**src/hdl/docp_pkg.sv**
```systemverilog
// ----------------------------------------------------------------------------
// docp_pkg
// Shared widths, register indexes, cell payload types and the CORDIC
// arctangent table of the disk obstacle collide and project core.
// ----------------------------------------------------------------------------
`default_nettype none

package docp_pkg;

    // Coordinate and register widths.
    localparam int COORD_W  = 32;
    localparam int RADIUS_W = 31;
    localparam int CFG_IDX_W = 2;

    // Default parameter values.
    localparam int ANGLE_BITS_DEF   = 16;
    localparam int CORDIC_STEPS_DEF = 16;
    localparam int ATAN_ENTRIES     = 32;

    // Configuration register indexes.
    localparam logic [CFG_IDX_W-1:0] CFG_CENTER_X    = 2'd0;
    localparam logic [CFG_IDX_W-1:0] CFG_CENTER_Y    = 2'd1;
    localparam logic [CFG_IDX_W-1:0] CFG_DISK_RADIUS = 2'd2;

    // Square root cell widths: a 66-bit radicand, one root bit per cell.
    localparam int SQ_RAD_W  = 66;
    localparam int SQ_REM_W  = 35;
    localparam int SQ_ROOT_W = 33;
    localparam int SQRT_CELLS = SQ_RAD_W / 2;

    // Divider cell widths: one quotient bit per cell.
    localparam int DV_REM_W = 33;
    localparam int DV_NUM_W = COORD_W - 1;
    localparam int DV_Q_W   = COORD_W - 1;

    // CORDIC datapath width: magnitudes normalized into [2^40, 2^41).
    localparam int CR_W = 44;

    typedef struct packed {
        logic [SQ_RAD_W-1:0]  rad;
        logic [SQ_REM_W-1:0]  rem;
        logic [SQ_ROOT_W-1:0] root;
    } t_sqrt_cell;

    typedef struct packed {
        logic [DV_REM_W-1:0]  rem;
        logic [DV_NUM_W-1:0]  num;
        logic [DV_Q_W-1:0]    q;
        logic [SQ_ROOT_W-1:0] dvsr;
    } t_div_cell;

    typedef struct packed {
        logic signed [CR_W-1:0] x;
        logic signed [CR_W-1:0] y;
        logic [31:0]            z;
    } t_cordic_cell;

    // Arctangent of 2^-i in units of 2^-32 turn.
    function automatic logic [31:0] atan_turn(input int unsigned i);
        logic [31:0] v;
        case (i)
            0:  v = 32'd536870912;
            1:  v = 32'd316933406;
            2:  v = 32'd167458907;
            3:  v = 32'd85004756;
            4:  v = 32'd42667331;
            5:  v = 32'd21354465;
            6:  v = 32'd10679838;
            7:  v = 32'd5340245;
            8:  v = 32'd2670163;
            9:  v = 32'd1335087;
            10: v = 32'd667544;
            11: v = 32'd333772;
            12: v = 32'd166886;
            13: v = 32'd83443;
            14: v = 32'd41722;
            15: v = 32'd20861;
            16: v = 32'd10430;
            17: v = 32'd5215;
            18: v = 32'd2608;
            19: v = 32'd1304;
            20: v = 32'd652;
            21: v = 32'd326;
            22: v = 32'd163;
            23: v = 32'd81;
            24: v = 32'd41;
            25: v = 32'd20;
            26: v = 32'd10;
            27: v = 32'd5;
            28: v = 32'd3;
            29: v = 32'd1;
            30: v = 32'd1;
            default: v = 32'd0;
        endcase
        return v;
    endfunction

endpackage

`default_nettype wire

```
**src/hdl/docp_sqrt_cell.sv**
```systemverilog
// ----------------------------------------------------------------------------
// docp_sqrt_cell
// One digit of a restoring integer square root: takes the next bit pair of
// the radicand and decides one root bit.
// ----------------------------------------------------------------------------
`default_nettype none

module docp_sqrt_cell (
    input  wire logic                 i_clk,
    input  wire logic                 i_en,
    input  wire docp_pkg::t_sqrt_cell i_cell,
    output docp_pkg::t_sqrt_cell      o_cell
);

    logic [docp_pkg::SQ_REM_W+1:0] rem_sh;
    logic [docp_pkg::SQ_REM_W+1:0] trial;
    logic                          take;
    docp_pkg::t_sqrt_cell          n_cell;
    docp_pkg::t_sqrt_cell          r_cell;

    // Bring in the next bit pair and try to subtract 4*root+1.
    always_comb begin
        rem_sh = {i_cell.rem, i_cell.rad[docp_pkg::SQ_RAD_W-1 -: 2]};
        trial  = {{(docp_pkg::SQ_REM_W - docp_pkg::SQ_ROOT_W){1'b0}}, i_cell.root, 2'b01};
        take   = (rem_sh >= trial);
        n_cell.rad  = {i_cell.rad[docp_pkg::SQ_RAD_W-3:0], 2'b00};
        n_cell.rem  = take ? docp_pkg::SQ_REM_W'(rem_sh - trial)
                           : rem_sh[docp_pkg::SQ_REM_W-1:0];
        n_cell.root = {i_cell.root[docp_pkg::SQ_ROOT_W-2:0], take};
    end

    always_ff @(posedge i_clk) begin
        if (i_en) begin
            r_cell <= n_cell;
        end
    end

    assign o_cell = r_cell;

endmodule

`default_nettype wire

```
**config.mk**
```make
export PLATFORM = sky130hd
export DESIGN_NAME = docp_sqrt_cell
export DESIGN_NICKNAME = d
export VERILOG_FILES = /design/src/hdl/docp_pkg.sv /design/src/hdl/docp_sqrt_cell.sv
export SDC_FILE = /design/constraint.sdc
export NUM_CORES = 1
export LEC_CHECK = 0
export BUFFER_PORTS_ARGS = -buffer_cell sky130_fd_sc_hd__buf_2
export CORE_MARGIN = 2
export CORE_UTILIZATION = 53
export DETAILED_ROUTE_END_ITERATION = 8
export HOLD_SLACK_MARGIN = 0.03
export PLACE_DENSITY = 0.87
export RECOVER_POWER = 50
export SLEW_MARGIN = 20
export SYNTH_ARGS = -nofsm -noshare
export SYNTH_HDL_FRONTEND = slang
export SYNTH_SLANG_ARGS = --single-unit
export TNS_END_PERCENT = 50
```
**constraint.sdc**
```tcl
create_clock -name i_clk -period 7 [get_ports i_clk]
set_input_delay 1.4 -clock i_clk [delete_from_list [all_inputs] [get_ports i_clk]]
set_output_delay 1.4 -clock i_clk [all_outputs]
set_load 0.05 [all_outputs]
```
-- Word-level counts from Yosys, hierarchy flattened
Index checks and enable logic that the tools add are counted.
- flip-flop bits (word level): 132
- input port bits: 136
- output and inout bits: 134
- logic and storage cells: 6
- add/subtract/negate cells: 1
- magnitude comparators: 1
- multiplexer cells: 1
- operators with widths (cell ; count):
    $ge A37 B35 Y1 ; 1
    $mux W35 ; 1
    $sub A35 B35 Y35 ; 1

-- Longest topological paths before layout
- word-level depth: 2
- depth in mapped cells: 13

-- Worst setup path before layout
Ideal clock, no wire load.
- kind: in2reg
- start: input i_cell[4] (netlist bit)
- end: register r_cell, in the netlist o_cell[39] (data pin)
- setup time: 0.260 ns
- arrival: 3.726 ns
- data required time: 6.740 ns
- path slack: 3.014 ns
- cell stages on the path: 12
- path buffers: 2
- cells stage by stage: inv_1 -> ha_1 -> o21a_1 -> o211ai_2 -> a311oi_1 -> nor4_2 -> a2111oi_2 -> o21a_2 -> o211a_1 -> buf_6 -> buf_12 -> mux2_4
- RTL lines (element ; line ; text):
    start: declaration ; docp_sqrt_cell.sv:11 ; input wire docp_pkg::t_sqrt_cell i_cell,
    end signal: assignment ; docp_sqrt_cell.sv:34 ; r_cell <= n_cell;
    end: declaration ; docp_sqrt_cell.sv:19 ; docp_pkg::t_sqrt_cell r_cell;

-- Final worst setup path
- start: input i_en
- end: register r_cell, in the netlist o_cell[17] (enable)
- RTL lines (element ; line ; text):
    start: declaration ; docp_sqrt_cell.sv:10 ; input wire logic i_en,
No word-level cell between the ends.

==> flow_metrics.tcl <==
set metrics [dict create \
    routabilityCongestion 0.886 \
    hold_path_class "in2reg" \
    synth-seq-cells 132 \
    io_pins 270 \
    drive_gt1_share_pct 37.1 \
    wl_mm 17.5 \
    critPathBufInv 3 \
    antenna_found_initial 0 \
    period_needed_ns 4.77 \
    drt-initial-drc-count 546 \
    yosysSeqAreaShare_pct 59.8 \
    cpMaxStageDelayCell "clkbuf_1" \
    path_class "in2reg" \
    power_per_cell_area_nw_per_um2 301 \
    grt_pass1_wl_mm 26.2 \
    vias 5054 \
    hold_path_depth 1 \
    max_slew_margin_pct -64.0 \
    synth_most_common_cell "edfxtp_1" \
    fin_crit_sh_pct 68.2 \
    hpwlAfterDp_mm 13.2 \
    grt_pass1_vias 5061 \
    path_common_cell "clkbuf_1" \
    dr.pass1.iters 5 \
    synth_top_cell_by_area "edfxtp_1" \
    drc 0 \
    vdd.ir_drop.worst_mv 0.131 \
    worstSetupStartpointType "input pin" \
    grt_max_degree 89 \
    clk_pin_slew_worst_paths_ns 0.06 \
    leakage_nw 3.86 \
    clock-root-buffer "clkbuf_16" \
    die_h_um 116 \
    synth_ff_type "edfxtp_1" \
    final_nets 931 \
    dieArea_sq_um 13400 \
    core_area_sq_um 12100 \
    crit_fanout 60 \
    maxCapViolations 2 \
    path_delay_family "buffers and inverters" \
    syn_inst 488 \
    tns_ns 0 \
    cts_buffers 17 \
    endpoint_kind "register" \
    tightestPinTransition_ns 2.46 \
    hold_viol_final 0 \
    vias_per_cell 5.37 \
    async_flop_share_pct 0 \
    max_freq_ghz 0.210 \
    synth_common_cells "edfxtp_1, inv_1, ha_1, a21oi_1, a21o_1" \
    htreeDepth 4 \
    syn_area_sq_um 6630 \
    arrival_ns 4.87 \
    final_area_sq_um 8600 \
    ant_nets 0 \
    clk_path_buf_depth 2 \
    ys.warnings.count 0 \
    initial_core_util_pct 54.7 \
    status "finished with violations" \
    cts_tree "built" \
    netlist_top_cells_area "edfxtp_1, ha_1, mux2_4, a21o_1, xnor2_1" \
    hold_path.startpoint "i_cell[86]" \
    setup_violations 0 \
    avgRoutedWirePerCell_um 18.6 \
    synth.distinct_cells 57 \
    failed_checks "capacitance limit, slew limit" \
    cts_resized 0 \
    slew_viol_final 75 \
    postCtsSetupBuffers 0 \
    holdBufCountCts 0 \
    clock-sinks 132 \
    slowest_delay_ns 1.71 \
    synth.top_cell.area_share_pct 59.8 \
    largest_reg_flops 132 \
    num_rows 40 \
    grt_use_total_pct 26.2 \
    syn_area_per_cell_sq_um 13.6 \
    synth_edf_count 132 \
    cp_cell_sequence "clkbuf_1 > clkbuf_1 > buf_16" \
    cp_data_required_time_ns 7.09 \
    numPortBuffers 267 \
    overflow 0 \
    die_width_um 116 \
    placed_area_sq_um 8070 \
    syn2layout_area_growth_pct 29.7 \
    min_to "o_cell[88]" \
    rsz0062_at_grt "false" \
]
[how the worst max path moves through the flow]
stage	start	endpoint	slack [ns]	cells after the start
6_report	i_en	o_cell[17]	2.23	3
3_5_place_dp	i_cell[3]	o_cell[36]	2.06	12
5_1_grt	i_en	o_cell[94]	1.86	3
2_1_floorplan	i_cell[4]	o_cell[39]	3.01	12
4_1_cts	i_cell[3]	o_cell[36]	2.50	12
3_3_place_gp	i_cell[4]	o_cell[35]	2.17	12
[area by class of cell]
type | count | area [sq um]
Sequential cell | 132 | 3960
Fill cell | 911 | 3520
Multi-Input combinational cell | 298 | 2380
Timing Repair Buffer | 270 | 1310
Clock buffer | 18 | 429
Tap cell | 168 | 210
Inverter | 41 | 154
Clock inverter | 14 | 150
Antenna cell | 1 | 2.50
[per-stage QoR]
stage | utilization [%] | hold slack, ns | setup slack (ns) | power, mW | std cells
5_1_grt | 71.0 | 1.13 | 1.86 | 2.68 | 941
2_1_floorplan | - | 1.50 | 3.01 | 1.55 | 489
4_1_cts | 71.4 | 1.14 | 2.50 | 2.61 | 940
3_3_place_gp | 66.6 | 1.58 | 2.17 | 1.71 | 908
3_5_place_dp | 66.6 | 1.58 | 2.06 | 1.73 | 908
6_report | 71.0 | 1.15 | 2.23 | 2.59 | 942
[where the power goes]
group / total, mW / leakage (nW) / switching (mW) / internal [mW]
Combinational: 0.715 / 2.29 / 0.499 / 0.216
Clock: 0.880 / 0.280 / 0.352 / 0.528
Sequential: 0.995 / 1.29 / 0.0221 / 0.973
Total: 2.59 / 3.86 / 0.874 / 1.72
[metal layers]
metal / wire (um) / GRT usage (%) / vias to the layer above
met2: 8980 / 44.1 / 231
li1: - / - / 2383
met5: 0 / 0 / -
met1: 6490 / 30.5 / 2397
met3: 1420 / 8.42 / 43
met4: 642 / 12.5 / 0
[cell usage in the layout (no fill, tap or decap), types with 3 or more instances in the layout]
cell / synthesis / routed
xnor2_1: 19 / 19
mux2_4: 25 / 25
clkbuf_16: 0 / 17
o21bai_1: 3 / 3
nand3_1: 9 / 9
o21a_1: 3 / 3
o21ai_0: 12 / 12
nor2b_1: 4 / 4
a31o_2: 3 / 3
nand4_1: 8 / 8
xor2_1: 14 / 14
clkbuf_1: 10 / 57
o221ai_1: 4 / 4
ha_1: 35 / 35
and3_1: 4 / 4
a21oi_1: 30 / 30
a21o_1: 26 / 26
nor2_1: 22 / 22
inv_6: 0 / 5
nand2_1: 25 / 25
inv_1: 41 / 41
mux2i_1: 3 / 3
edfxtp_1: 132 / 132
mux2_2: 6 / 6
buf_2: 1 / 212
[cells by family after synthesis]
family	share of synthesized area [%]
buffers and inverters	4.32
DFF	59.8
AOI/OAI and AO/OA	11.3
other	0.0566
and+or+nand+nor	6.40
muxes	7.14
xor gates and xnor gates	4.36
adders and majority gates	6.61
Note: power is estimated with default switching activity, not from simulation.
