File: src/hdl/docp_pkg.sv
// ----------------------------------------------------------------------------
// docp_pkg
// Shared widths, register indexes, cell payload types and the CORDIC
// arctangent table of the disk obstacle collide and project core.
// ----------------------------------------------------------------------------
`default_nettype none

package docp_pkg;

    // Coordinate and register widths.
    localparam int COORD_W  = 32;
    localparam int RADIUS_W = 31;
    localparam int CFG_IDX_W = 2;

    // Default parameter values.
    localparam int ANGLE_BITS_DEF   = 16;
    localparam int CORDIC_STEPS_DEF = 16;
    localparam int ATAN_ENTRIES     = 32;

    // Configuration register indexes.
    localparam logic [CFG_IDX_W-1:0] CFG_CENTER_X    = 2'd0;
    localparam logic [CFG_IDX_W-1:0] CFG_CENTER_Y    = 2'd1;
    localparam logic [CFG_IDX_W-1:0] CFG_DISK_RADIUS = 2'd2;

    // Square root cell widths: a 66-bit radicand, one root bit per cell.
    localparam int SQ_RAD_W  = 66;
    localparam int SQ_REM_W  = 35;
    localparam int SQ_ROOT_W = 33;
    localparam int SQRT_CELLS = SQ_RAD_W / 2;

    // Divider cell widths: one quotient bit per cell.
    localparam int DV_REM_W = 33;
    localparam int DV_NUM_W = COORD_W - 1;
    localparam int DV_Q_W   = COORD_W - 1;

    // CORDIC datapath width: magnitudes normalized into [2^40, 2^41).
    localparam int CR_W = 44;

    typedef struct packed {
        logic [SQ_RAD_W-1:0]  rad;
        logic [SQ_REM_W-1:0]  rem;
        logic [SQ_ROOT_W-1:0] root;
    } t_sqrt_cell;

    typedef struct packed {
        logic [DV_REM_W-1:0]  rem;
        logic [DV_NUM_W-1:0]  num;
        logic [DV_Q_W-1:0]    q;
        logic [SQ_ROOT_W-1:0] dvsr;
    } t_div_cell;

    typedef struct packed {
        logic signed [CR_W-1:0] x;
        logic signed [CR_W-1:0] y;
        logic [31:0]            z;
    } t_cordic_cell;

    // Arctangent of 2^-i in units of 2^-32 turn.
    function automatic logic [31:0] atan_turn(input int unsigned i);
        logic [31:0] v;
        case (i)
            0:  v = 32'd536870912;
            1:  v = 32'd316933406;
            2:  v = 32'd167458907;
            3:  v = 32'd85004756;
            4:  v = 32'd42667331;
            5:  v = 32'd21354465;
            6:  v = 32'd10679838;
            7:  v = 32'd5340245;
            8:  v = 32'd2670163;
            9:  v = 32'd1335087;
            10: v = 32'd667544;
            11: v = 32'd333772;
            12: v = 32'd166886;
            13: v = 32'd83443;
            14: v = 32'd41722;
            15: v = 32'd20861;
            16: v = 32'd10430;
            17: v = 32'd5215;
            18: v = 32'd2608;
            19: v = 32'd1304;
            20: v = 32'd652;
            21: v = 32'd326;
            22: v = 32'd163;
            23: v = 32'd81;
            24: v = 32'd41;
            25: v = 32'd20;
            26: v = 32'd10;
            27: v = 32'd5;
            28: v = 32'd3;
            29: v = 32'd1;
            30: v = 32'd1;
            default: v = 32'd0;
        endcase
        return v;
    endfunction

endpackage

`default_nettype wire

File: src/hdl/docp_div_cell.sv
// ----------------------------------------------------------------------------
// docp_div_cell
// One step of a restoring divider: shifts in the next numerator bit and
// decides one quotient bit against the distance.
// ----------------------------------------------------------------------------
`default_nettype none

module docp_div_cell (
    input  wire logic                i_clk,
    input  wire logic                i_en,
    input  wire docp_pkg::t_div_cell i_cell,
    output docp_pkg::t_div_cell      o_cell
);

    logic [docp_pkg::DV_REM_W:0] rem_sh;
    logic [docp_pkg::DV_REM_W:0] dvs;
    logic                        take;
    docp_pkg::t_div_cell         n_cell;
    docp_pkg::t_div_cell         r_cell;

    // Compare and subtract; the remainder stays below the divisor whenever the divisor is nonzero.
    always_comb begin
        rem_sh = {i_cell.rem, i_cell.num[docp_pkg::DV_NUM_W-1]};
        dvs    = {1'b0, i_cell.dvsr};
        take   = (rem_sh >= dvs);
        n_cell.rem  = take ? docp_pkg::DV_REM_W'(rem_sh - dvs)
                           : rem_sh[docp_pkg::DV_REM_W-1:0];
        n_cell.num  = {i_cell.num[docp_pkg::DV_NUM_W-2:0], 1'b0};
        n_cell.q    = {i_cell.q[docp_pkg::DV_Q_W-2:0], take};
        n_cell.dvsr = i_cell.dvsr;
    end

    always_ff @(posedge i_clk) begin
        if (i_en) begin
            r_cell <= n_cell;
        end
    end

    assign o_cell = r_cell;

endmodule

`default_nettype wire

File: config.mk
export PLATFORM = sky130hd
export DESIGN_NAME = docp_div_cell
export DESIGN_NICKNAME = d
export VERILOG_FILES = /design/src/hdl/docp_pkg.sv /design/src/hdl/docp_div_cell.sv
export SDC_FILE = /design/constraint.sdc
export NUM_CORES = 1
export LEC_CHECK = 0
export ABC_AREA = 0
export BUFFER_PORTS_ARGS = -buffer_cell sky130_fd_sc_hd__buf_2
export CORE_UTILIZATION = 44
export DETAILED_ROUTE_END_ITERATION = 8
export PLACE_DENSITY = 0.77
export RECOVER_POWER = 100
export SYNTH_ARGS = -nofsm -noshare
export SYNTH_HDL_FRONTEND = slang
export SYNTH_SLANG_ARGS = --single-unit
File: constraint.sdc
create_clock -name i_clk -period 2.7 [get_ports i_clk]
set_input_delay 0.135 -clock i_clk [delete_from_list [all_inputs] [get_ports i_clk]]
set_output_delay 0.135 -clock i_clk [all_outputs]
set_load 0.02 [all_outputs]
; ---- Word-level counts from Yosys, hierarchy flattened
; Cells that the tools add are included.
[totals]
register_bits = 127
inputBits = 130
output_inout_bits = 128
elab_cells = 7
[op_classes]
order_cmp = 1
addsub = 1
muxes = 1
[op_table]
columns = operator, n
row1 = 34-bit by 33-bit >= comparator with 1-bit output, 1
row2 = 33-bit 2-to-1 mux, 1
row3 = 33-bit subtractor, 1

; ---- Longest topological paths before layout
; Gate-level depths: netlist of run 1.
[depth]
ltp_word = 2
depth_mapped = 14
depth_no_buf = 12

; ---- Worst setup path after synthesis of run 1
; No wires, ideal clock.
[synth_timing]
kind = input to register
from = input port i_cell[94] in the netlist's numbering
to = register r_cell, in the netlist o_cell[96], data pin
setup_slack_ps = 126
t_required_ps = 2440
path_stages = 12
setup_time_ps = 260
arrival_time_ps = 2314
path_buffers = 1
cell_sequence = inv_1 ha_1 inv_1 fa_1 a21o_1 a221oi_2 o21ai_2 a21boi_2 o31ai_2 a21oi_4 buf_12 mux2_4
[synth_rtl]
columns = element, line_no
row1 = "start, declared", docp_div_cell.sv:11  ; input wire docp_pkg::t_div_cell i_cell,
row2 = "end signal, assigned", docp_div_cell.sv:35  ; r_cell <= n_cell;
row3 = "end, declared", docp_div_cell.sv:19  ; docp_pkg::t_div_cell r_cell;

==> reports/summary.txt, run 1 <==
register area share after synthesis - 60.04%
failing checks - capacitance limit, slew limit
relative slew slack - -3.807%
Starting Density - 45.41%
CTS root buf - clkbuf_16
CTS tree - yes
Slew Viols, Final - 60
Global Route met3 Usage - 8.052%
CP max-delay cell - dlygate4sd3_1
Syn. warnings - 0
DRC viols - 0
Yosys top cell by area - edfxtp_1
slew at the pin with the worst max-slew slack - 1.557 ns
Placed Area - 7973 um2
vias in the first global route - 5,715
HPWL Detailed - 13,430 um
Leakage - 0.004171 uW
final worst slack - 0.02860 ns
Fmax - 0.3743 GHz
post-synthesis async set-or-reset flop share - 0%
first-pass iteration count of the detailed router - 5
Hold Violations, Final - 0
Routed Antenna Nets - 0
core area - 13,990 um2
largest net degree at the start of global routing - 61
IO Port Bufs - 255
DRT iter0 DRCs - 356
crit-path max cell delay - 0.57 ns
Via density - 5.249
clock buffer count from CTS - 17
Setup Viol. Count Final - 0
VDD IR max - 0.3958 mV
commonest cells after routing, fill and taps aside - buf_2, edfxtp_1, dlygate4sd3_1
CP Capture Type - register
layout cells sized above 1 - 40.61%
Worst Setup Start Kind - primary input
post-synthesis cell type count - 61
Syn Nets - 659
Synth Register Bits - 127
PwrDens - 634.2 nW/um2
M1 GR Usage - 30.67%
Crit Path Category - in -> reg
Critical Path RT - 2.86 ns
number of flops mapped to enable cells by yosys - 127
Max-Cap Viols - 1
area delta synth->final - 51.74%
Die Height - 122.2 um
Placed Cells - 939
clk buf depth - 2
outcome - finished with violations
GR peak layer - met2
Final Cycle Share - 98.94%
die area - 14,920 um2
Largest register FFs - 127
Filler Cell Count - 1,030
nets - 1,041
Final min period - 2.671 ns
H-tree Lvls - 4
total number of vias - 5,622
Clk pin slew, worst setup/hold paths - 0.06 ns
wire length per cell - 18.87 um
post-route cell area - 9639 um2
CP Max Fanout - 5
GRT overflow - 0
Yosys top cell area share - 60.04%
gpl congestion - 0.8855
Routed WL - 20,210 um
Post-Place Worst Slack - -0.05157 ns
Critical Path AT - 2.83 ns
Site Rows - 43
Gate Count Post-Synth - 495
GR Util All Layers - 27.45%
Crit path top cell by count - buf_4
Critical path origin - i_cell[7]
GRT met2 Usage - 47.32%
first-pass GRT wire length - 30,210 um
commonest non-fill, non-tap cell in the layout - buf_2
prevailing post-synth register cell - edfxtp_1
hold crit path type - in -> reg
num ports - 258
mean post-synth cell area - 12.83 um2
Clock Sinks - 127
HP Start - i_cell[98]
Post-Syn Area - 6352 um2
top cells by area, synth - edfxtp_1, ha_1, o21ai_2
Final Instance Count excl. Fillers - 1,071
Die Span X - 122.2 um
critical-path cell list - dlygate4sd3_1, buf_2, inv_1, ha_4, nand2_1, a21oi_2, o41ai_2, buf_4, o311a_4, o21ai_4, buf_4, a21oi_1, xor2_1, o21ai_1
antenna violations before repair - 3
-- cells in the mapped netlist, types with 3 or more instances --
cell and count:
a21o_1 12, a21oi_1 32, a31oi_1 3, and3_1 7
buf_2 6, buf_6 5, clkbuf_1 3, edfxtp_1 127
ha_1 33, inv_1 44, nand2_1 42, nand2_2 10
nand2b_1 4, nand3_1 6, nand4_1 5, nor2_1 14
nor2b_1 3, nor3_1 4, nor4_1 3, o211ai_1 3
o21a_1 4, o21ai_0 14, o21ai_1 13, o21ai_2 20
o21bai_1 6, o31ai_1 4, xnor2_1 15, xor2_1 13
-- stage by stage --
step                util (%)  power (uW)  setup TNS, ns  hold WS [ns]
global placement       56.99        3787       -0.01014        0.3117
CTS                    67.76        6060              0     0.0006676
floorplan                  -        3304              0        0.2339
global route           68.91        6348        -0.1452      0.003942
finish                 68.91        6113              0       0.01411
detailed placement     56.99        3816        -0.3332        0.3133
-- what timing repair did --
action | CTS | global route
setup endpoints to repair | 0 | 34
setup buffers | 0 | 3
hold buffers | 96 | 0
endpoints found under the hold margin | 96 | 0
resized for setup | 0 | 35
-- worst max-delay path: cells and delay by family --
kind / cells / cell delay (ns)
buffers and inverters: 5 / 1.11
AOI/OAI and AO/OA: 6 / 0.99
adders and majority gates: 1 / 0.30
xor gates and xnor gates: 1 / 0.21
and+or+nand+nor: 1 / 0.09
-- power breakdown --
group | leakage, uW | total (uW) | internal [uW] | switching [uW]
registers | 0.00124 | 2480 | 2410 | 62.9
logic | 0.00266 | 1500 | 620 | 880
clock network | 0.000264 | 2140 | 1260 | 878
-- metal layers --
metal / vias to the layer above / share of wire (%)
met3: 63 / 8.5
met4: 2 / 3.8
met5: - / 0.064
met1: 2668 / 37
li1: 2602 / -
met2: 287 / 50
-- cells by family (layout without fill, tap and decap cells) --
family / Yosys count / after routing / share of synthesized area (%)
adder cells (fa/ha/maj): 34 / 34 / 6.815
flip-flops: 127 / 127 / 60.04
AO/OA/AOI/OAI: 136 / 136 / 15.78
buffers and inverters: 63 / 457 / 5.062
AND/OR/NAND/NOR: 105 / 105 / 8.154
multiplexers: 1 / 1 / 0.2363
other: 1 / 3 / 0.05903
XOR/XNOR: 28 / 28 / 3.861
-- final timing paths --
check / cells past startpoint / slack [ns] / to
worst min-delay path: 3 / 0.01 / o_cell[99]$_DFFE_PP_
worst max-delay path: 14 / 0.03 / o_cell[122]$_DFFE_PP_
-- area by class of cell --
cell class,instances,area (um2),share of cell area [%]
Multi-Input combinational cell,305,2387,24.77
Tap cell,180,225.2,2.336
Timing Repair Buffer,381,2494,25.87
Clock inverter,13,116.4,1.207
Inverter,45,168.9,1.752
Clock buffer,18,429.2,4.452
Sequential cell,127,3814,39.56
Antenna cell,2,5.005,0.05192
(Power assumes the default switching activity.)
==> run 2, diff against run 1 <==
--- a/config.mk
+++ b/config.mk
@@ -5,12 +5,13 @@
 export SDC_FILE = /design/constraint.sdc
 export NUM_CORES = 1
 export LEC_CHECK = 0
-export ABC_AREA = 0
+export ABC_AREA = 1
 export BUFFER_PORTS_ARGS = -buffer_cell sky130_fd_sc_hd__buf_2
-export CORE_UTILIZATION = 44
+export CORE_UTILIZATION = 46
 export DETAILED_ROUTE_END_ITERATION = 8
-export PLACE_DENSITY = 0.77
+export PLACE_DENSITY = 0.78
 export RECOVER_POWER = 100
+export REMOVE_ABC_BUFFERS = 1
 export SYNTH_ARGS = -nofsm -noshare
 export SYNTH_HDL_FRONTEND = slang
 export SYNTH_SLANG_ARGS = --single-unit
==> run 2 against run 1 <==
Effect of this change:
- the flow still finishes with violations (capacitance limit, slew limit)
- sequential share of layout area fell by 1.0 points
- combinational power fell by 9%
- clock power rose by 9.3%
- fmax rose by 7.0%
- non-clock buffer count fell by 28
- synthesized cell count rose by 63%
- total power rose by 1.2%
- critical endpoint is now o_cell[119]$_DFFE_PP_
==> reports/summary.txt, run 2 <==
num ports - 258
relative slew slack - -75.37%
Final Cycle Share - 92.50%
first-pass GRT wire length - 34,870 um
Max-Cap Viols - 1
Hold Violations, Final - 0
GR Util All Layers - 29.01%
delay-heaviest family, CP - simple AND/OR/NAND/NOR gates
layout cells sized above 1 - 14.03%
H-tree Lvls - 4
Setup Viol. Count Final - 0
first-pass iteration count of the detailed router - 5
Critical Path AT - 2.67 ns
Synth top cells by count - nand2_1, inv_1, edfxtp_1, nand3_1, nor2_1
wire length per cell - 16.46 um
Final min period - 2.498 ns
hold crit path type - in -> reg
post-synthesis async set-or-reset flop share - 0%
slew at the pin with the worst max-slew slack - 2.631 ns
clock buffer count from CTS - 17
Placed Area - 8627 um2
antenna diode count - 0
PwrDens - 625.2 nW/um2
Slew Viols, Final - 44
Clock Sinks - 127
most frequent cell after synthesis - nand2_1
nets - 1,334
top cells by area, synth - edfxtp_1, nand2_1, inv_1
Fmax - 0.4004 GHz
Via density - 4.904
antenna violations before repair - 2
Synth Register Bits - 127
Gate Count Post-Synth - 808
area delta synth->final - 38.56%
IO Port Bufs - 255
post-synthesis cell type count - 31
Leakage - 0.004764 uW
Starting Density - 46.96%
HPWL Detailed - 15,250 um
Die Span X - 126.6 um
CTS tree - yes
Clk pin slew, worst setup/hold paths - 0.07 ns
Die Height - 126.6 um
failing checks - capacitance limit, slew limit
RSZ-0062 raised after global routing - false
core area - 15,200 um2
CP Capture Type - register
largest net degree at the start of global routing - 69
commonest non-fill, non-tap cell in the layout - nand2_1
number of flops mapped to enable cells by yosys - 127
commonest cells after routing, fill and taps aside - nand2_1, inv_1, clkbuf_1
CP Max Fanout - 35
VDD IR max - 0.3960 mV
Crit Path Category - in -> reg
CTS root buf - clkbuf_16
die area - 16,020 um2
Yosys top cell area share - 53.42%
WP buf/inv - 3
clk buf depth - 2
Worst Setup Start Kind - primary input
DRT iter0 DRCs - 364
Routed WL - 22,570 um
crit-path max cell delay - 0.52 ns
prevailing post-synth register cell - edfxtp_1
outcome - finished with violations
gpl congestion - 0.8444
register area share after synthesis - 53.42%
Site Rows - 45
GRT overflow - 0
critical-path cell list - dlygate4sd3_1, clkbuf_1, ha_1, inv_1, fa_1, nand3_1, nand3_2, nand2_1, nand2_2, nand2_4, nand2_8, nand3_1, nand2_1
vias in the first global route - 6,625
DRC viols - 0
CP max-delay cell - dlygate4sd3_1
Post-Syn Area - 7139 um2
Yosys top cell by area - edfxtp_1
mean post-synth cell area - 8.836 um2
Syn. warnings - 0
Critical Path RT - 2.87 ns
post-route cell area - 9892 um2
Routed Antenna Nets - 0
Post-CTS Setup Bufs - 0
setup tns final - 0 ns
Largest register FFs - 127
total number of vias - 6,723
run 2: power by group:
part / internal (uW) / total [uW] / switching (uW) / leakage, uW
Combinational: 464 / 1370 / 911 / 0.00323
Sequential: 2410 / 2470 / 61.5 / 0.00124
Clock: 1380 / 2340 / 961 / 0.000289
Total: 4250 / 6180 / 1930 / 0.00476
run 2: layer usage:
metal | wire (um) | track usage [%]
met4 | 942 | 13.89
met2 | 10840 | 50.11
met3 | 1696 | 7.718
met5 | 29 | 0
met1 | 9057 | 33.52
run 2: logic make-up after synthesis:
logic type,synth area share (%)
other,0.05253
buffers and inverters,9.534
adder cells (fa/ha/maj),6.064
AND/OR/NAND/NOR,27.46
XOR/XNOR,1.718
AO/OA/AOI/OAI,1.752
flip-flops,53.42
run 2: worst paths after layout:
check / cells after the start / startpoint / slack, ns / endpoint
min: 3 / i_cell[123] / 0.04 / o_cell[124]$_DFFE_PP_
max: 13 / i_cell[0] / 0.20 / o_cell[119]$_DFFE_PP_
run 2: per-stage QoR:
step | std cells | utilization (%) | setup WS, ns | total power, uW | hold WS, ns
3_5_place_dp | 1246 | 56.75 | 0.2946 | 3809 | 0.3132
4_1_cts | 1371 | 66.73 | 0.2753 | 6223 | 0.01331
3_3_place_gp | 1246 | 56.75 | 0.3443 | 3785 | 0.3118
6_report | 1371 | 65.07 | 0.2024 | 6185 | 0.03614
5_1_grt | 1371 | 65.07 | 0.07613 | 6434 | 0.03497
2_1_floorplan | 798 | - | 0.5879 | 3311 | 0.2339
run 2: worst min-delay path: cells and delay by family:
kind	cells	cell delay, ns
buffers and inverters	1	0.09
and+or+nand+nor	2	0.14
run 2: repair_timing:
action	4_1_cts	5_1_grt
gates resized for setup	0	0
hold buffers	93	0
hold endpoints to repair	93	0
run 2: cell type report:
cell class                 instances  area [um2]
clock buffer                      18       429.2
sequential                       127        3814
fill                            1355        5310
tap                              188       235.2
timing repair buffer             353        2066
clock inverter                    14       157.7
inverter                         160       600.6
multi-input combinational        511        2590
==> run 3, diff against run 2 <==
--- a/config.mk
+++ b/config.mk
@@ -5,11 +5,11 @@
 export SDC_FILE = /design/constraint.sdc
 export NUM_CORES = 1
 export LEC_CHECK = 0
-export ABC_AREA = 1
 export BUFFER_PORTS_ARGS = -buffer_cell sky130_fd_sc_hd__buf_2
-export CORE_UTILIZATION = 46
+export CAP_MARGIN = 15
+export CORE_UTILIZATION = 44
 export DETAILED_ROUTE_END_ITERATION = 8
-export PLACE_DENSITY = 0.78
+export PLACE_DENSITY = 0.77
 export RECOVER_POWER = 100
 export REMOVE_ABC_BUFFERS = 1
 export SYNTH_ARGS = -nofsm -noshare
==> run 3 against run 2 <==
Effect of this change:
- the run now ends clean
- total power fell by 2.2%
- worst setup slack got worse by 0.15 ns
- die area decreased by 6.9%
- worst hold slack got worse by 0.022 ns
- clock power fell by 8%
- largest power group unchanged
- non-clock buffer count grew 28
- largest cell class unchanged
- fmax shrank 5.6%
- flip-flop and latch count is the same
- critical path type unchanged
- first-iteration DRC count is 9.3% higher
- combinational power is 3% higher
- cell area down 5.2%
==> reports/summary.txt, run 3 (synthesis gave the netlist of run 1 again) <==
Via density - 5.116
largest net degree at the start of global routing - 56
Critical Path AT - 2.81 ns
first-pass iteration count of the detailed router - 5
antenna diode count - 0
Seq pwr share - 41.0%
WP buf/inv - 3
core area - 13,990 um2
vias in the first global route - 5,542
die area - 14,920 um2
wire length per cell - 18.65 um
commonest non-fill, non-tap cell in the layout - clkbuf_1
Clock Sinks - 127
gpl congestion - 0.9359
Final Cycle Share - 98.02%
Slew Viols, Final - 0
Worst Setup Start Kind - primary input
H-tree Lvls - 4
num ports - 258
antenna violations before repair - 0
Routed WL - 19,950 um
CP max-delay cell - dlygate4sd3_1
Sw Ratio - 30.03%
Crit Path Category - in -> reg
hold crit path type - in -> reg
Int Power - 4231 uW
relative slew slack - 7.716%
DRC viols - 0
Routed Antenna Nets - 0
layout cells sized above 1 - 24.94%
Critical Path RT - 2.87 ns
Die Span X - 122.2 um
RSZ-0062 raised after global routing - true
clk buf depth - 2
combinational group share of total power - 23.3%
DRT iter0 DRCs - 398
crit-path max cell delay - 0.54 ns
clock buffer count from CTS - 17
critical-path cell list - dlygate4sd3_1, buf_2, inv_1, ha_2, and3_1, and3_1, a211oi_1, o21ai_2, a211oi_4, o311ai_2, xnor2_1, o21ai_1
power share of the clock group - 35.6%
PwrDens - 644.8 nW/um2
CP Capture Type - register
Final min period - 2.647 ns
outcome - finished, final reports clean
Die Height - 122.2 um
Largest register FFs - 127
Switch Pwr - 1816 uW
Clk pin slew, worst setup/hold paths - 0.06 ns
GR Util All Layers - 26.61%
total number of vias - 5,474
GRT overflow - 0
Leakage - 0.003770 uW
CTS tree - yes
delay-heaviest family, CP - compound AO/OA/AOI/OAI gates
Max-Cap Viols - 0
CTS root buf - clkbuf_16
HPWL Detailed - 13,230 um
area delta synth->final - 47.65%
Starting Density - 45.41%
final worst slack - 0.05334 ns
Post-Place Worst Slack - -0.1378 ns
Fmax - 0.3778 GHz
Filler Cell Count - 1,105
slew at the pin with the worst max-slew slack - 1.384 ns
Site Rows - 43
Setup Viol. Count Final - 0
nets - 1,041
post-route cell area - 9379 um2
CP Max Fanout - 6
Placed Area - 7940 um2
IO Port Bufs - 255
first-pass GRT wire length - 29,350 um
Hold Violations, Final - 0
Crit path top cell by count - and3_1
setup tns final - 0 ns
commonest cells after routing, fill and taps aside - clkbuf_1, edfxtp_1, buf_2
VDD IR max - 0.4174 mV
==> run 3: final timing paths <==
check / startpoint / end / slack, ns / depth (start not counted)
setup / recovery: i_cell[13] / o_cell[127]$_DFFE_PP_ / 0.05 / 12
hold / removal: i_cell[104] / o_cell[105]$_DFFE_PP_ / 0.01 / 3
==> run 3: timing repair <==
item,in CTS,in global routing
buffers inserted,0,3
resized for setup,0,32
hold endpoints to repair,97,0
hold buffers,97,0
setup endpoints to repair,0,34
==> run 3: area by class of cell <==
cell class | instances | area (um2) | area share [%]
inverter | 45 | 168.9 | 1.801
timing repair buffer | 381 | 2292 | 24.44
sequential | 127 | 3814 | 40.66
clock buffer | 20 | 436.7 | 4.656
tap | 180 | 225.2 | 2.401
clock inverter | 12 | 113.9 | 1.214
multi-input combinational | 305 | 2328 | 24.83
==> run 3: per-stage QoR <==
stage               utilization [%]  total power (uW)  instances  hold WS [ns]
finish                        67.05              6047       1070       0.01416
global route                  67.05              6275       1070      0.008874
CTS                           67.64              6065       1067      0.001478
detailed placement            56.76              3806        938        0.3131
global placement              56.76              3782        938        0.3117
floorplan                         -              3273        477        0.2339
==> run 3: metal layers <==
layer	up-vias	GRT usage, %	wire, um	share of wire (%)
li1	2593	-	-	-
met1	2589	29.69	7599	38
met2	260	47.63	10320	52
met3	32	7.537	1619	8.1
met4	0	10.44	413	2.1
met5	-	0	0	0
==> run 3: power by group through the flow <==
stage	clock network [uW]	registers [uW]	logic [uW]
final	2150	2480	1410
after CTS	2180	2470	1420
after floorplan	0	2760	514
after detailed placement	0	2500	1300
after global routing	2260	2500	1520
after global placement	0	2500	1280
