[config.mk]
export PLATFORM = sky130hd
export DESIGN_NAME = docp_cordic_cell
export DESIGN_NICKNAME = d
export VERILOG_FILES = /design/src/hdl/docp_pkg.sv /design/src/hdl/docp_cordic_cell.sv
export SDC_FILE = /design/constraint.sdc
export NUM_CORES = 1
export LEC_CHECK = 0
export BUFFER_PORTS_ARGS = -buffer_cell sky130_fd_sc_hd__buf_2
export CAP_MARGIN = 25
export CELL_PAD_IN_SITES_DETAIL_PLACEMENT = 1
export CELL_PAD_IN_SITES_GLOBAL_PLACEMENT = 1
export CORE_ASPECT_RATIO = 0.9
export CORE_UTILIZATION = 35
export CTS_CLUSTER_SIZE = 25
export DETAILED_ROUTE_END_ITERATION = 6
export MAX_ROUTING_LAYER = met4
export PLACE_DENSITY_LB_ADDON = 0.1
export RECOVER_POWER = 50
export SLEW_MARGIN = 30
export SYNTH_ARGS = -nofsm -noshare
export SYNTH_HDL_FRONTEND = slang
export SYNTH_SLANG_ARGS = --single-unit
[constraint.sdc]
create_clock -name i_clk -period 5.8 [get_ports i_clk]
set_input_delay 0.58 -clock i_clk [delete_from_list [all_inputs] [get_ports i_clk]]
set_output_delay 0.58 -clock i_clk [all_outputs]
set_load 0.05 [all_outputs]
[src/hdl/docp_pkg.sv]
// ----------------------------------------------------------------------------
// docp_pkg
// Shared widths, register indexes, cell payload types and the CORDIC
// arctangent table of the disk obstacle collide and project core.
// ----------------------------------------------------------------------------
`default_nettype none

package docp_pkg;

    // Coordinate and register widths.
    localparam int COORD_W  = 32;
    localparam int RADIUS_W = 31;
    localparam int CFG_IDX_W = 2;

    // Default parameter values.
    localparam int ANGLE_BITS_DEF   = 16;
    localparam int CORDIC_STEPS_DEF = 16;
    localparam int ATAN_ENTRIES     = 32;

    // Configuration register indexes.
    localparam logic [CFG_IDX_W-1:0] CFG_CENTER_X    = 2'd0;
    localparam logic [CFG_IDX_W-1:0] CFG_CENTER_Y    = 2'd1;
    localparam logic [CFG_IDX_W-1:0] CFG_DISK_RADIUS = 2'd2;

    // Square root cell widths: a 66-bit radicand, one root bit per cell.
    localparam int SQ_RAD_W  = 66;
    localparam int SQ_REM_W  = 35;
    localparam int SQ_ROOT_W = 33;
    localparam int SQRT_CELLS = SQ_RAD_W / 2;

    // Divider cell widths: one quotient bit per cell.
    localparam int DV_REM_W = 33;
    localparam int DV_NUM_W = COORD_W - 1;
    localparam int DV_Q_W   = COORD_W - 1;

    // CORDIC datapath width: magnitudes normalized into [2^40, 2^41).
    localparam int CR_W = 44;

    typedef struct packed {
        logic [SQ_RAD_W-1:0]  rad;
        logic [SQ_REM_W-1:0]  rem;
        logic [SQ_ROOT_W-1:0] root;
    } t_sqrt_cell;

    typedef struct packed {
        logic [DV_REM_W-1:0]  rem;
        logic [DV_NUM_W-1:0]  num;
        logic [DV_Q_W-1:0]    q;
        logic [SQ_ROOT_W-1:0] dvsr;
    } t_div_cell;

    typedef struct packed {
        logic signed [CR_W-1:0] x;
        logic signed [CR_W-1:0] y;
        logic [31:0]            z;
    } t_cordic_cell;

    // Arctangent of 2^-i in units of 2^-32 turn.
    function automatic logic [31:0] atan_turn(input int unsigned i);
        logic [31:0] v;
        case (i)
            0:  v = 32'd536870912;
            1:  v = 32'd316933406;
            2:  v = 32'd167458907;
            3:  v = 32'd85004756;
            4:  v = 32'd42667331;
            5:  v = 32'd21354465;
            6:  v = 32'd10679838;
            7:  v = 32'd5340245;
            8:  v = 32'd2670163;
            9:  v = 32'd1335087;
            10: v = 32'd667544;
            11: v = 32'd333772;
            12: v = 32'd166886;
            13: v = 32'd83443;
            14: v = 32'd41722;
            15: v = 32'd20861;
            16: v = 32'd10430;
            17: v = 32'd5215;
            18: v = 32'd2608;
            19: v = 32'd1304;
            20: v = 32'd652;
            21: v = 32'd326;
            22: v = 32'd163;
            23: v = 32'd81;
            24: v = 32'd41;
            25: v = 32'd20;
            26: v = 32'd10;
            27: v = 32'd5;
            28: v = 32'd3;
            29: v = 32'd1;
            30: v = 32'd1;
            default: v = 32'd0;
        endcase
        return v;
    endfunction

endpackage

`default_nettype wire

[src/hdl/docp_cordic_cell.sv]
// ----------------------------------------------------------------------------
// docp_cordic_cell
// One CORDIC vectoring iteration: rotates the vector toward the x axis and
// accumulates the rotation angle.
// ----------------------------------------------------------------------------
`default_nettype none

module docp_cordic_cell #(
    parameter int STEP = 0
) (
    input  wire logic                   i_clk,
    input  wire logic                   i_en,
    input  wire docp_pkg::t_cordic_cell i_cell,
    output docp_pkg::t_cordic_cell      o_cell
);

    logic signed [docp_pkg::CR_W-1:0] xs;
    logic signed [docp_pkg::CR_W-1:0] ys;
    docp_pkg::t_cordic_cell           n_cell;
    docp_pkg::t_cordic_cell           r_cell;

    // Rotate clockwise while y is above the axis, else counterclockwise.
    always_comb begin
        xs = $signed(i_cell.x) >>> STEP;
        ys = $signed(i_cell.y) >>> STEP;
        if ($signed(i_cell.y) > 0) begin
            n_cell.x = i_cell.x + ys;
            n_cell.y = i_cell.y - xs;
            n_cell.z = i_cell.z + docp_pkg::atan_turn(STEP);
        end else begin
            n_cell.x = i_cell.x - ys;
            n_cell.y = i_cell.y + xs;
            n_cell.z = i_cell.z - docp_pkg::atan_turn(STEP);
        end
    end

    always_ff @(posedge i_clk) begin
        if (i_en) begin
            r_cell <= n_cell;
        end
    end

    assign o_cell = r_cell;

endmodule

`default_nettype wire

# Yosys cells after proc, flatten, opt, wreduce, memory -nomap -nowiden
# Cells that the tools add are included.
dict set report totals {
  ff_bits 120
  inputBits 122
  output_inout_bits 120
  wordCells 10
}
dict set report op_classes {
  addsub 5
  n_lt_le_gt_ge 1
  muxes 1
}
# operator n
set op_table {}
lappend op_table {{120-bit two-way mux} 1}
lappend op_table {{44-bit subtractor} 2}
lappend op_table {{44-bit adder} 1}
lappend op_table {{44-bit by 1-bit > comparator with 1-bit output (second input constant)} 1}
lappend op_table {{32-bit by 30-bit adder with 32-bit output (second input constant)} 1}
lappend op_table {{32-bit by 30-bit subtractor with 32-bit output (second input constant)} 1}

# Depth between registers and ports, before layout
# Gate-level depths: netlist of the first run.
dict set report logic_depth {
  depth_word 2
  mapped_depth 13
  depth_no_buf 12
}

# Least setup slack after synthesis of the first run
# Ideal clock, no wire load.
dict set report synth_path {
  path_type {input port to flip-flop}
  from {input port i_cell[39] (netlist name)}
  to {register r_cell (netlist bit o_cell[74]) (data pin)}
  setup_time_ns 0.269
  arrival_ns 2.706
  path_slack_ns 2.825
  stages 12
  cell_sequence {inv_1 -> ha_1 -> buf_4 -> a21oi_1 -> o21ai_1 -> or3_1 -> a221o_1 -> a2111o_1 -> nand3_1 -> a21o_1 -> o31ai_1 -> xor2_1}
}
# item line
set synth_rtl {}
lappend synth_rtl {{start: declaration} docp_cordic_cell.sv:13} ;# input wire docp_pkg::t_cordic_cell i_cell,
lappend synth_rtl {{end signal: assignment} docp_cordic_cell.sv:39} ;# r_cell <= n_cell;
lappend synth_rtl {{end: declaration} docp_cordic_cell.sv:20} ;# docp_pkg::t_cordic_cell r_cell;

==> results.md, run 1 <==
- Max-Cap Viols: 1
- Core Util, Final: 0.415
- Leakage: about 6 nW
- F_max: approximately 0.24 GHz
- Status: finished with violations
- Ys flop type: edfxtp_1
- Net Sw Frac: 0.453
- Sequential power share: 0.297
- Largest net degree at the start of global routing: a little over 80
- GRT overflow: 0
- RSZ-0062 raised after global routing: no
- Fin nets: 1909
- Top layer in use: met4
- Max reg flops: 119
- Layout cells sized above 1: 0.129
- # hold bufs at CTS: 0
- Via Count: 12200
- Syn Nets: about 1700
- WL met3: around 3400 µm
- Num CTS Buffers: 17
- Detailed Route Iter0 Violations: 1148
- Critical Path AT: about 4.3 ns
- CTS H-tree lvls: 4
- Post-synth EDFFs: 119
- Vias in the first global route: roughly 12000
- Final Hold Viols: 0
- Critical path launch point type: input pin
- CTS clk-pin slew, worst paths: ~0.060 ns
- Vias per inst: ~5.8
- TritonCTS clock tree: done
- Clock sinks: about 120
- Mean post-synth cell area: ~8.5 µm²
- Routed length on met2: 23200 µm
- Number of I/O pins: 242
- Routed wire per std cell: between 20 and 30 µm
- Crit-path leading delay family: compound AO/OA/AOI/OAI gates
- Failing checks: max-capacitance violations, max-slew violations
- Core ar.: between 30000 and 40000 µm²
- Initial antenna violation count: 1
- Tcrit/Tclk final: 0.710
- Pre-CTS setup slack: 1.44 ns
- Die Y: approximately 180 µm
- Slowest stage delay, CP: roughly 0.7 ns
- DP HPWL: ~43000 µm
- Critical path fanouts, max: 17
- First-pass GRT wire length: ~78000 µm
- Routability cong.: roughly 0.94
- Clk pwr share: 0.265
- Worst Path Required: around 6.0 ns
- Mapped cell area: approximately 12000 µm²
- Row Count: 64
- CP Buf/Inv Count: 2
- Register area: between 3000 and 4000 µm²
- Die W: around 200 µm
- Worst setup margin: between 1.5 and 2 ns
- Final setup viols: 0
- FF+latch count, synth: 119
- P_sw: roughly 1.8 mW
- Seq/Total Area, Yosys: 0.293
- Total track usage: 0.308
- Post-Syn Instances: roughly 1400
- Hold WC Path Type: in -> reg
- Crit-path cells: buf_2 -> inv_1 -> ha_1 -> nand2_1 -> o21a_1 -> o221ai_1 -> a211oi_1 -> o21ai_1 -> a21oi_1 -> o211ai_1 -> mux2i_1 -> xnor2_1
- Routed met1 length: 25800 µm
- Slew margin rel.: -1.29
- Pwr per Cell Area: between 200 and 300 nW/µm²
- Distinct cells, synth: 80
- Slew of the pin with the lowest slew margin: between 3 and 4 ns
- Tot Pwr: 3.91 mW
- CP Class: in -> reg
- Minimum clock period: a little over 4 ns
- Fraction of registers with async set/reset: 0
- # DRC: 0
- Post-route setup TNS: 0 ns
- Filler Cell Count: 4166
- Synth-to-layout area growth: 16.3%
- IO Port Bufs: about 240
- Post-CTS sizing: 0
- VDD IR-drop max: around 190 µV
- Drt pass-1 iters: 5
- Starting Density: 0.357
- Antenna viol nets, final: 0
- CP max-delay cell: ha_1
- Gate power share: 0.439
- Footprint of the multi-input gates: roughly 7800 µm²
- Placed inst area: ~14000 µm²
- Max Slew Vio Count: 54
- Post-Route WL: 53200 µm
- Setup Fix Bufs, Post-CTS: 0
- Commonest non-fill, non-tap cell in the layout: a21oi_1
- CTS Buffer Depth: 2
- Pint: between 2 and 2.5 mW
- Syn. warnings: 0
- CTS Root Cell: clkbuf_16
- Commonest non-fill, non-tap cells in the layout: a21oi_1, ha_1, buf_2
- Critical Path End Type: flop
- Design area: 14200 µm²
- Die area: around 36000 µm²
[final timing paths]
| check | cells past startpoint | to | from | slack, ns |
|---|---|---|---|---|
| setup / recovery | 12 | o_cell[75]$_DFFE_PP_ | i_cell[41] | 1.68 |
| hold / removal | 1 | o_cell[16]$_DFFE_PP_ | i_cell[16] | 0.30 |
[metrics by stage]
step                      cells  hold slack (ns)
final                      2114            0.297
after global routing       2114            0.282
after CTS                  2113            0.278
after detailed placement   2081            0.758
after global placement     2081            0.757
after floorplan            1434            0.679
[power groups by stage]
stage / logic, mW / registers, mW / clock network [mW]
2_1_floorplan: 0.725 / 1.62 / 0
3_3_place_gp: 1.71 / 1.17 / 0
3_5_place_dp: 1.71 / 1.17 / 0
4_1_cts: 1.72 / 1.16 / 1.06
5_1_grt: 1.82 / 1.17 / 1.09
6_report: 1.72 / 1.16 / 1.04
[layout make-up]
cell class / count / share of cell area
clock buffer: 17 / 0.0300
timing repair buffer: 249 / 0.0807
antenna: 1 / 0.000176
clock inverter: 15 / 0.00917
inverter: 142 / 0.0375
tap: 462 / 0.0407
multi-input combinational: 1109 / 0.550
sequential: 119 / 0.252
[per-layer routing]
layer | vias up | track usage
met2 | 461 | 0.462
met4 | 0 | 0.0670
met3 | 37 | 0.0527
met5 | - | -
met1 | 6062 | 0.431
li1 | 5640 | -
[cell families after synthesis]
group	count (synthesis)	synth area share
buffers and inverters	206	0.0692
flip-flops	119	0.293
multiplexers	25	0.0207
AO/OA/AOI/OAI	505	0.262
XOR/XNOR	87	0.0624
AND/OR/NAND/NOR	343	0.138
adder cells (fa/ha/maj)	149	0.155
[Yosys cell counts (19+ instances only)]
cell type  count  area, µm²
xnor2_1       79        692
o21bai_1      30        225
o31ai_1       19        143
edfxtp_1     119       3570
clkbuf_1      22       82.6
nand3_1       23        115
nand4_1       23        144
o211ai_1      21        158
ha_1         145       1810
a21o_1        23        173
nor4_1        29        181
o21ai_0       88        440
nor2_1        99        372
buf_2         27        135
a211oi_1      28        210
nor3_1        25        125
inv_1        136        510
a21oi_1      174        871
nand2_1       81        304
mux2i_1       23        230
(Power assumes the default switching activity.)
==> run 2: changes to the inputs <==
clock period = 3.9 ns   (was 5.8 ns; I/O delays follow)
==> run 2 against run 1 <==
  * The run still ends with max-capacitance violations, max-slew violations left
  * Non-clock buffer count increased by 110
  * Combinational power up 59%
  * Cell count rose by 5.2%
  * Clock power is 50% higher
  * Sequential share of layout area decreased by 1.6 points
  * Sequential cell count stayed put
  * Critical endpoint is now o_cell[104]$_DFFE_PP_
  * Largest cell class unchanged
  * Highest routed layer unchanged
==> results.md, run 2 (synthesis results as in run 1) <==
- # hold bufs at CTS: 0
- Slew of the pin with the lowest slew margin: approximately 3.2 ns
- Core Util, Final: 0.443
- Critical path fanouts, max: 8
- Minimum clock period: about 3.8 ns
- Hold Crit Depth: 1
- Layout cells sized above 1: 0.220
- Die Y: 179 µm
- Num CTS Buffers: 17
- DP HPWL: about 46000 µm
- Synth-to-layout area growth: 24.1%
- Vias per inst: between 5 and 6
- Critical path launch point type: input pin
- Tot Pwr: around 6 mW
- Drt pass-1 iters: 5
- Die area: between 30000 and 40000 µm²
- Number of I/O pins: around 240
- Status: finished with violations
- Design area: about 15000 µm²
- Routed wire per std cell: about 25 µm
- IO Port Bufs: roughly 240
- Slowest stage delay, CP: between 0.5 and 0.6 ns
- Hold worst-path end: o_cell[8]$_DFFE_PP_
- Total track usage: 0.322
- Tcrit/Tclk final: 0.964
- Commonest non-fill, non-tap cell in the layout: buf_2
- Largest net degree at the start of global routing: 73
- CTS H-tree lvls: 4
- GRT overflow: 0
- CTS Buffer Depth: 2
- # DRC: 0
- Leakage: ~6.6 nW
- Final setup viols: 0
- Max reg flops: approximately 120
- Row Count: 64
- Die W: 199 µm
- Clock sinks: 119
- Hold Slack: roughly 0.12 ns
- Slew margin rel.: -1.12
- Pwr per Cell Area: 398 nW/µm²
- Placed inst area: 14600 µm²
- Hold WC Path Type: in -> reg
- Detailed Route Iter0 Violations: about 1100
- F_max: 0.266 GHz
- Antenna viol nets, final: 0
- CP Class: in -> reg
- Fin nets: 2019
- CP max-delay cell: nor4_1
- First-pass GRT wire length: 81200 µm
- VDD IR-drop max: 321 µV
- Commonest non-fill, non-tap cells in the layout: buf_2, a21oi_1, ha_1
- Crit-path cells: buf_2 -> inv_1 -> ha_1 -> nor4_1 -> nand2_1 -> a211oi_1 -> buf_4 -> nor4_1 -> o21bai_1 -> buf_4 -> o21ai_1 -> a31oi_1 -> mux2i_1 -> xnor2_1
- Routability cong.: roughly 0.96
- TritonCTS clock tree: done
- Final Hold Viols: 0
- CTS Root Cell: clkbuf_16
- Core ar.: between 30000 and 40000 µm²
- Vias in the first global route: between 10000 and 15000
- Worst Path Required: between 4 and 5 ns
- Critical Path End Type: flop
- Starting Density: 0.357
- Post-route setup TNS: 0 ns
- Critical Path AT: slightly below 4 ns
- CTS clk-pin slew, worst paths: around 0.06 ns
- Max Slew Vio Count: 48
- Post-CTS sizing: 0
- Failing checks: max-capacitance violations, max-slew violations
- Setup Fix Bufs, Post-CTS: 0
- Hold Crit Start: i_cell[8]
- Initial antenna violation count: 2
- Via Count: between 10000 and 15000
- Max-Cap Viols: 1
- Post-Route WL: 55400 µm
- RSZ-0062 raised after global routing: no
run 2: cell count changes in the layout (fill, tap and decap cells not counted), sizes merged:
cell / previous run / this run
inv: 144 / 142
bufinv: 1 / 2
diode: 1 / 2
clkinv: 9 / 8
buf: 150 / 327
clkbuf: 116 / 49
run 2: per-layer routing:
metal | share of wire | routed length [µm] | GRT usage
met5 | 0 | 0 | -
met4 | 0.017 | 924 | 0.0724
met3 | 0.077 | 4240 | 0.0630
met2 | 0.44 | 24100 | 0.480
met1 | 0.47 | 26100 | 0.448
run 2: where the power goes:
group	total [mW]	leakage [nW]	switching, mW	internal (mW)
logic	2.74	5.17	1.95	0.790
registers	1.73	1.16	0.0576	1.67
clock network	1.56	0.268	0.639	0.926
run 2: worst max path at each step:
stage	from	endpoint	slack, ns
after CTS	i_cell[45]	o_cell[104]$_DFFE_PP_	0.23
after detailed placement	i_cell[35]	o_cell[104]$_DFFE_PP_	-0.18
after global routing	i_cell[35]	o_cell[104]$_DFFE_PP_	0.1
after floorplan	i_cell[39]	o_cell[74]$_DFFE_PP_	1.12
final	i_cell[45]	o_cell[104]$_DFFE_PP_	0.14
after global placement	i_cell[35]	o_cell[104]$_DFFE_PP_	-0.11
run 2: stage by stage:
stage               std cells  setup slack [ns]
global route             2223            0.0969
CTS                      2221             0.229
finish                   2223             0.139
global placement         2191            -0.115
detailed placement       2191            -0.178
floorplan                1434              1.12
run 2: cell type report:
cell class	count	area (µm²)
Timing Repair Buffer	359	2100
Sequential cell	119	3570
Multi-Input combinational cell	1109	7800
Antenna cell	2	5.00
Fill cell	4195	19000
Inverter	142	533
Tap cell	462	578
Clock inverter	13	133
Clock buffer	17	425
run 2: critical path: cells and delay by family:
| family | cells | cell delay (ns) |
|---|---|---|
| buffers and inverters | 4 | 0.68 |
| and+or+nand+nor | 3 | 0.83 |
| adders and majority gates | 1 | 0.45 |
| muxes | 1 | 0.23 |
| AOI/OAI and AO/OA | 4 | 1.30 |
| xor gates and xnor gates | 1 | 0.09 |
==> run 3: changes to the inputs <==
CELL_PAD_IN_SITES_DETAIL_PLACEMENT = 0   (was 1)
==> run 3 against run 2 <==
  * The flow still finishes with violations (max-capacitance violations, max-slew violations)
  * Utilization is 0.16 points higher
  * Sequential power hardly changed
  * Non-clock buffer count stayed put
  * First-iteration DRC count is 15% higher
  * Power is 2.0% higher
  * Critical path depth is 1 lower
  * Largest power group unchanged
  * Highest routed layer unchanged
==> results.md, run 3 (synthesis results as in run 1) <==
- Largest net degree at the start of global routing: 73
- Register area: 3570 µm²
- Vias per inst: ~5.6
- Critical Path End Type: flop
- Status: finished with violations
- Crit-path leading delay family: compound AO/OA/AOI/OAI gates
- VDD IR-drop max: roughly 330 µV
- DP HPWL: 43900 µm
- Setup Fix Bufs, Post-CTS: 0
- CP Class: in -> reg
- RSZ-0062 raised after global routing: no
- Routed wire per std cell: roughly 24 µm
- Tcrit/Tclk final: 0.925
- Core Util, Final: 0.445
- Initial antenna violation count: 1
- Hold Crit Depth: 1
- Final setup viols: 0
- Crit-path cells: buf_2 -> inv_1 -> ha_1 -> buf_4 -> inv_1 -> a21oi_1 -> nor3_1 -> or4_1 -> a211oi_1 -> o21ai_1 -> a211oi_1 -> o21ai_0 -> xnor2_1
- Die Y: 179 µm
- Max-Cap Viols: 1
- Num CTS Buffers: 17
- Critical path fanouts, max: 8
- Worst Path Required: 4.11 ns
- Footprint of the multi-input gates: around 7800 µm²
- Synth-to-layout area growth: 24.5%
- Max reg flops: roughly 120
- Total track usage: 0.307
- CTS Buffer Depth: 2
- Pwr per Cell Area: 405 nW/µm²
- Leakage: between 6 and 7 nW
- # hold bufs at CTS: 0
- Levels on crit path: 13
- Slew of the pin with the lowest slew margin: roughly 3.1 ns
- Max Slew Vio Count: 48
- CP max-delay cell: a211oi_1
- Starting Density: 0.357
- Clk pwr share: 0.279
- Critical path capture point: o_cell[64]$_DFFE_PP_
- Minimum clock period: around 3.6 ns
- Sequential power share: 0.280
- Hold Slack: 0.110 ns
- Die area: 35600 µm²
- First-pass GRT wire length: 77100 µm
- Fin nets: about 2000
- Vias in the first global route: about 12000
- CTS H-tree lvls: 4
- Gate power share: 0.441
- Via Count: 12548
- Net Sw Frac: 0.435
- Tot Pwr: ~6.2 mW
- Commonest non-fill, non-tap cell in the layout: buf_2
- Slowest stage delay, CP: roughly 0.53 ns
- Number of I/O pins: roughly 240
- Filler Cell Count: between 3000 and 4000
- Final Hold Viols: 0
- CP Buf/Inv Count: 4
- Hold WC Path Type: in -> reg
- F_max: 0.277 GHz
- CP Launch Point: i_cell[45]
- P_sw: roughly 2.7 mW
- CTS Root Cell: clkbuf_16
- Antenna viol nets, final: 0
- CTS clk-pin slew, worst paths: 0.06 ns
- Critical path launch point type: input pin
- Failing checks: max-capacitance violations, max-slew violations
- Post-Route WL: 53300 µm
- Worst setup margin: about 0.29 ns
- Die W: ~200 µm
- # DRC: 0
- Slew margin rel.: -1.09
- Pre-CTS setup slack: -0.0743 ns
- IO Port Bufs: roughly 240
- Drt pass-1 iters: 5
- Post-CTS sizing: 0
- Commonest non-fill, non-tap cells in the layout: buf_2, a21oi_1, ha_1
- TritonCTS clock tree: done
- Clock sinks: ~120
- Detailed Route Iter0 Violations: 1224
- Core ar.: between 30000 and 40000 µm²
- Critical Path AT: around 3.8 ns
- Pint: about 3.5 mW
- Routability cong.: 0.960
- Layout cells sized above 1: 0.221
- GRT overflow: 0
- Row Count: 64
[run 3: cell count changes in the layout (fill, tap and decap cells not counted), sizes merged]
cell      change
bufinv        +1
clkbuf        +1
clkinv        -5
inv           +6
diode         -1
clkinvlp      -1
[run 3: cell type report]
cell class,instances,area share
antenna,1,0.000165
clock buffer,18,0.0282
timing repair buffer,359,0.138
multi-input combinational,1109,0.513
sequential,119,0.235
tap,462,0.0380
clock inverter,14,0.0123
inverter,142,0.0351
[run 3: power groups by stage]
stage                     Sequential [mW]  Combinational, mW  Clock (mW)
after floorplan                      2.42               1.08           0
after detailed placement             1.74               2.68           0
final                                1.72               2.71        1.72
after global placement               1.74               2.70           0
after CTS                            1.72               2.70        1.76
after global routing                 1.74               2.88        1.79
[run 3: how the worst min path moves through the flow]
stage,to,startpoint
2_1_floorplan,o_cell[0]$_DFFE_PP_,i_cell[0]
3_3_place_gp,o_cell[27]$_DFFE_PP_,i_cell[27]
3_5_place_dp,o_cell[23]$_DFFE_PP_,i_cell[23]
4_1_cts,o_cell[14]$_DFFE_PP_,i_cell[14]
5_1_grt,o_cell[14]$_DFFE_PP_,i_cell[14]
6_report,o_cell[2]$_DFFE_PP_,i_cell[2]
[run 3: stage by stage]
step                TNS [ns]  std cells  instance area, µm²
CTS                        0       2223               15200
detailed placement    -0.199       2191               14600
finish                     0       2224               15200
global route               0       2224               15200
floorplan                  0       1434               12200
global placement      -0.346       2191               14600
[run 3: metal layers]
| layer | share of wire | wire [µm] | vias to the layer above | global-route usage |
|---|---|---|---|---|
| met5 | 0 | 0 | - | - |
| met4 | 0.015 | 785 | 0 | 0.0641 |
| met3 | 0.071 | 3780 | 49 | 0.0521 |
| met2 | 0.43 | 22900 | 522 | 0.450 |
| met1 | 0.48 | 25800 | 6120 | 0.439 |
| li1 | - | - | 5857 | - |
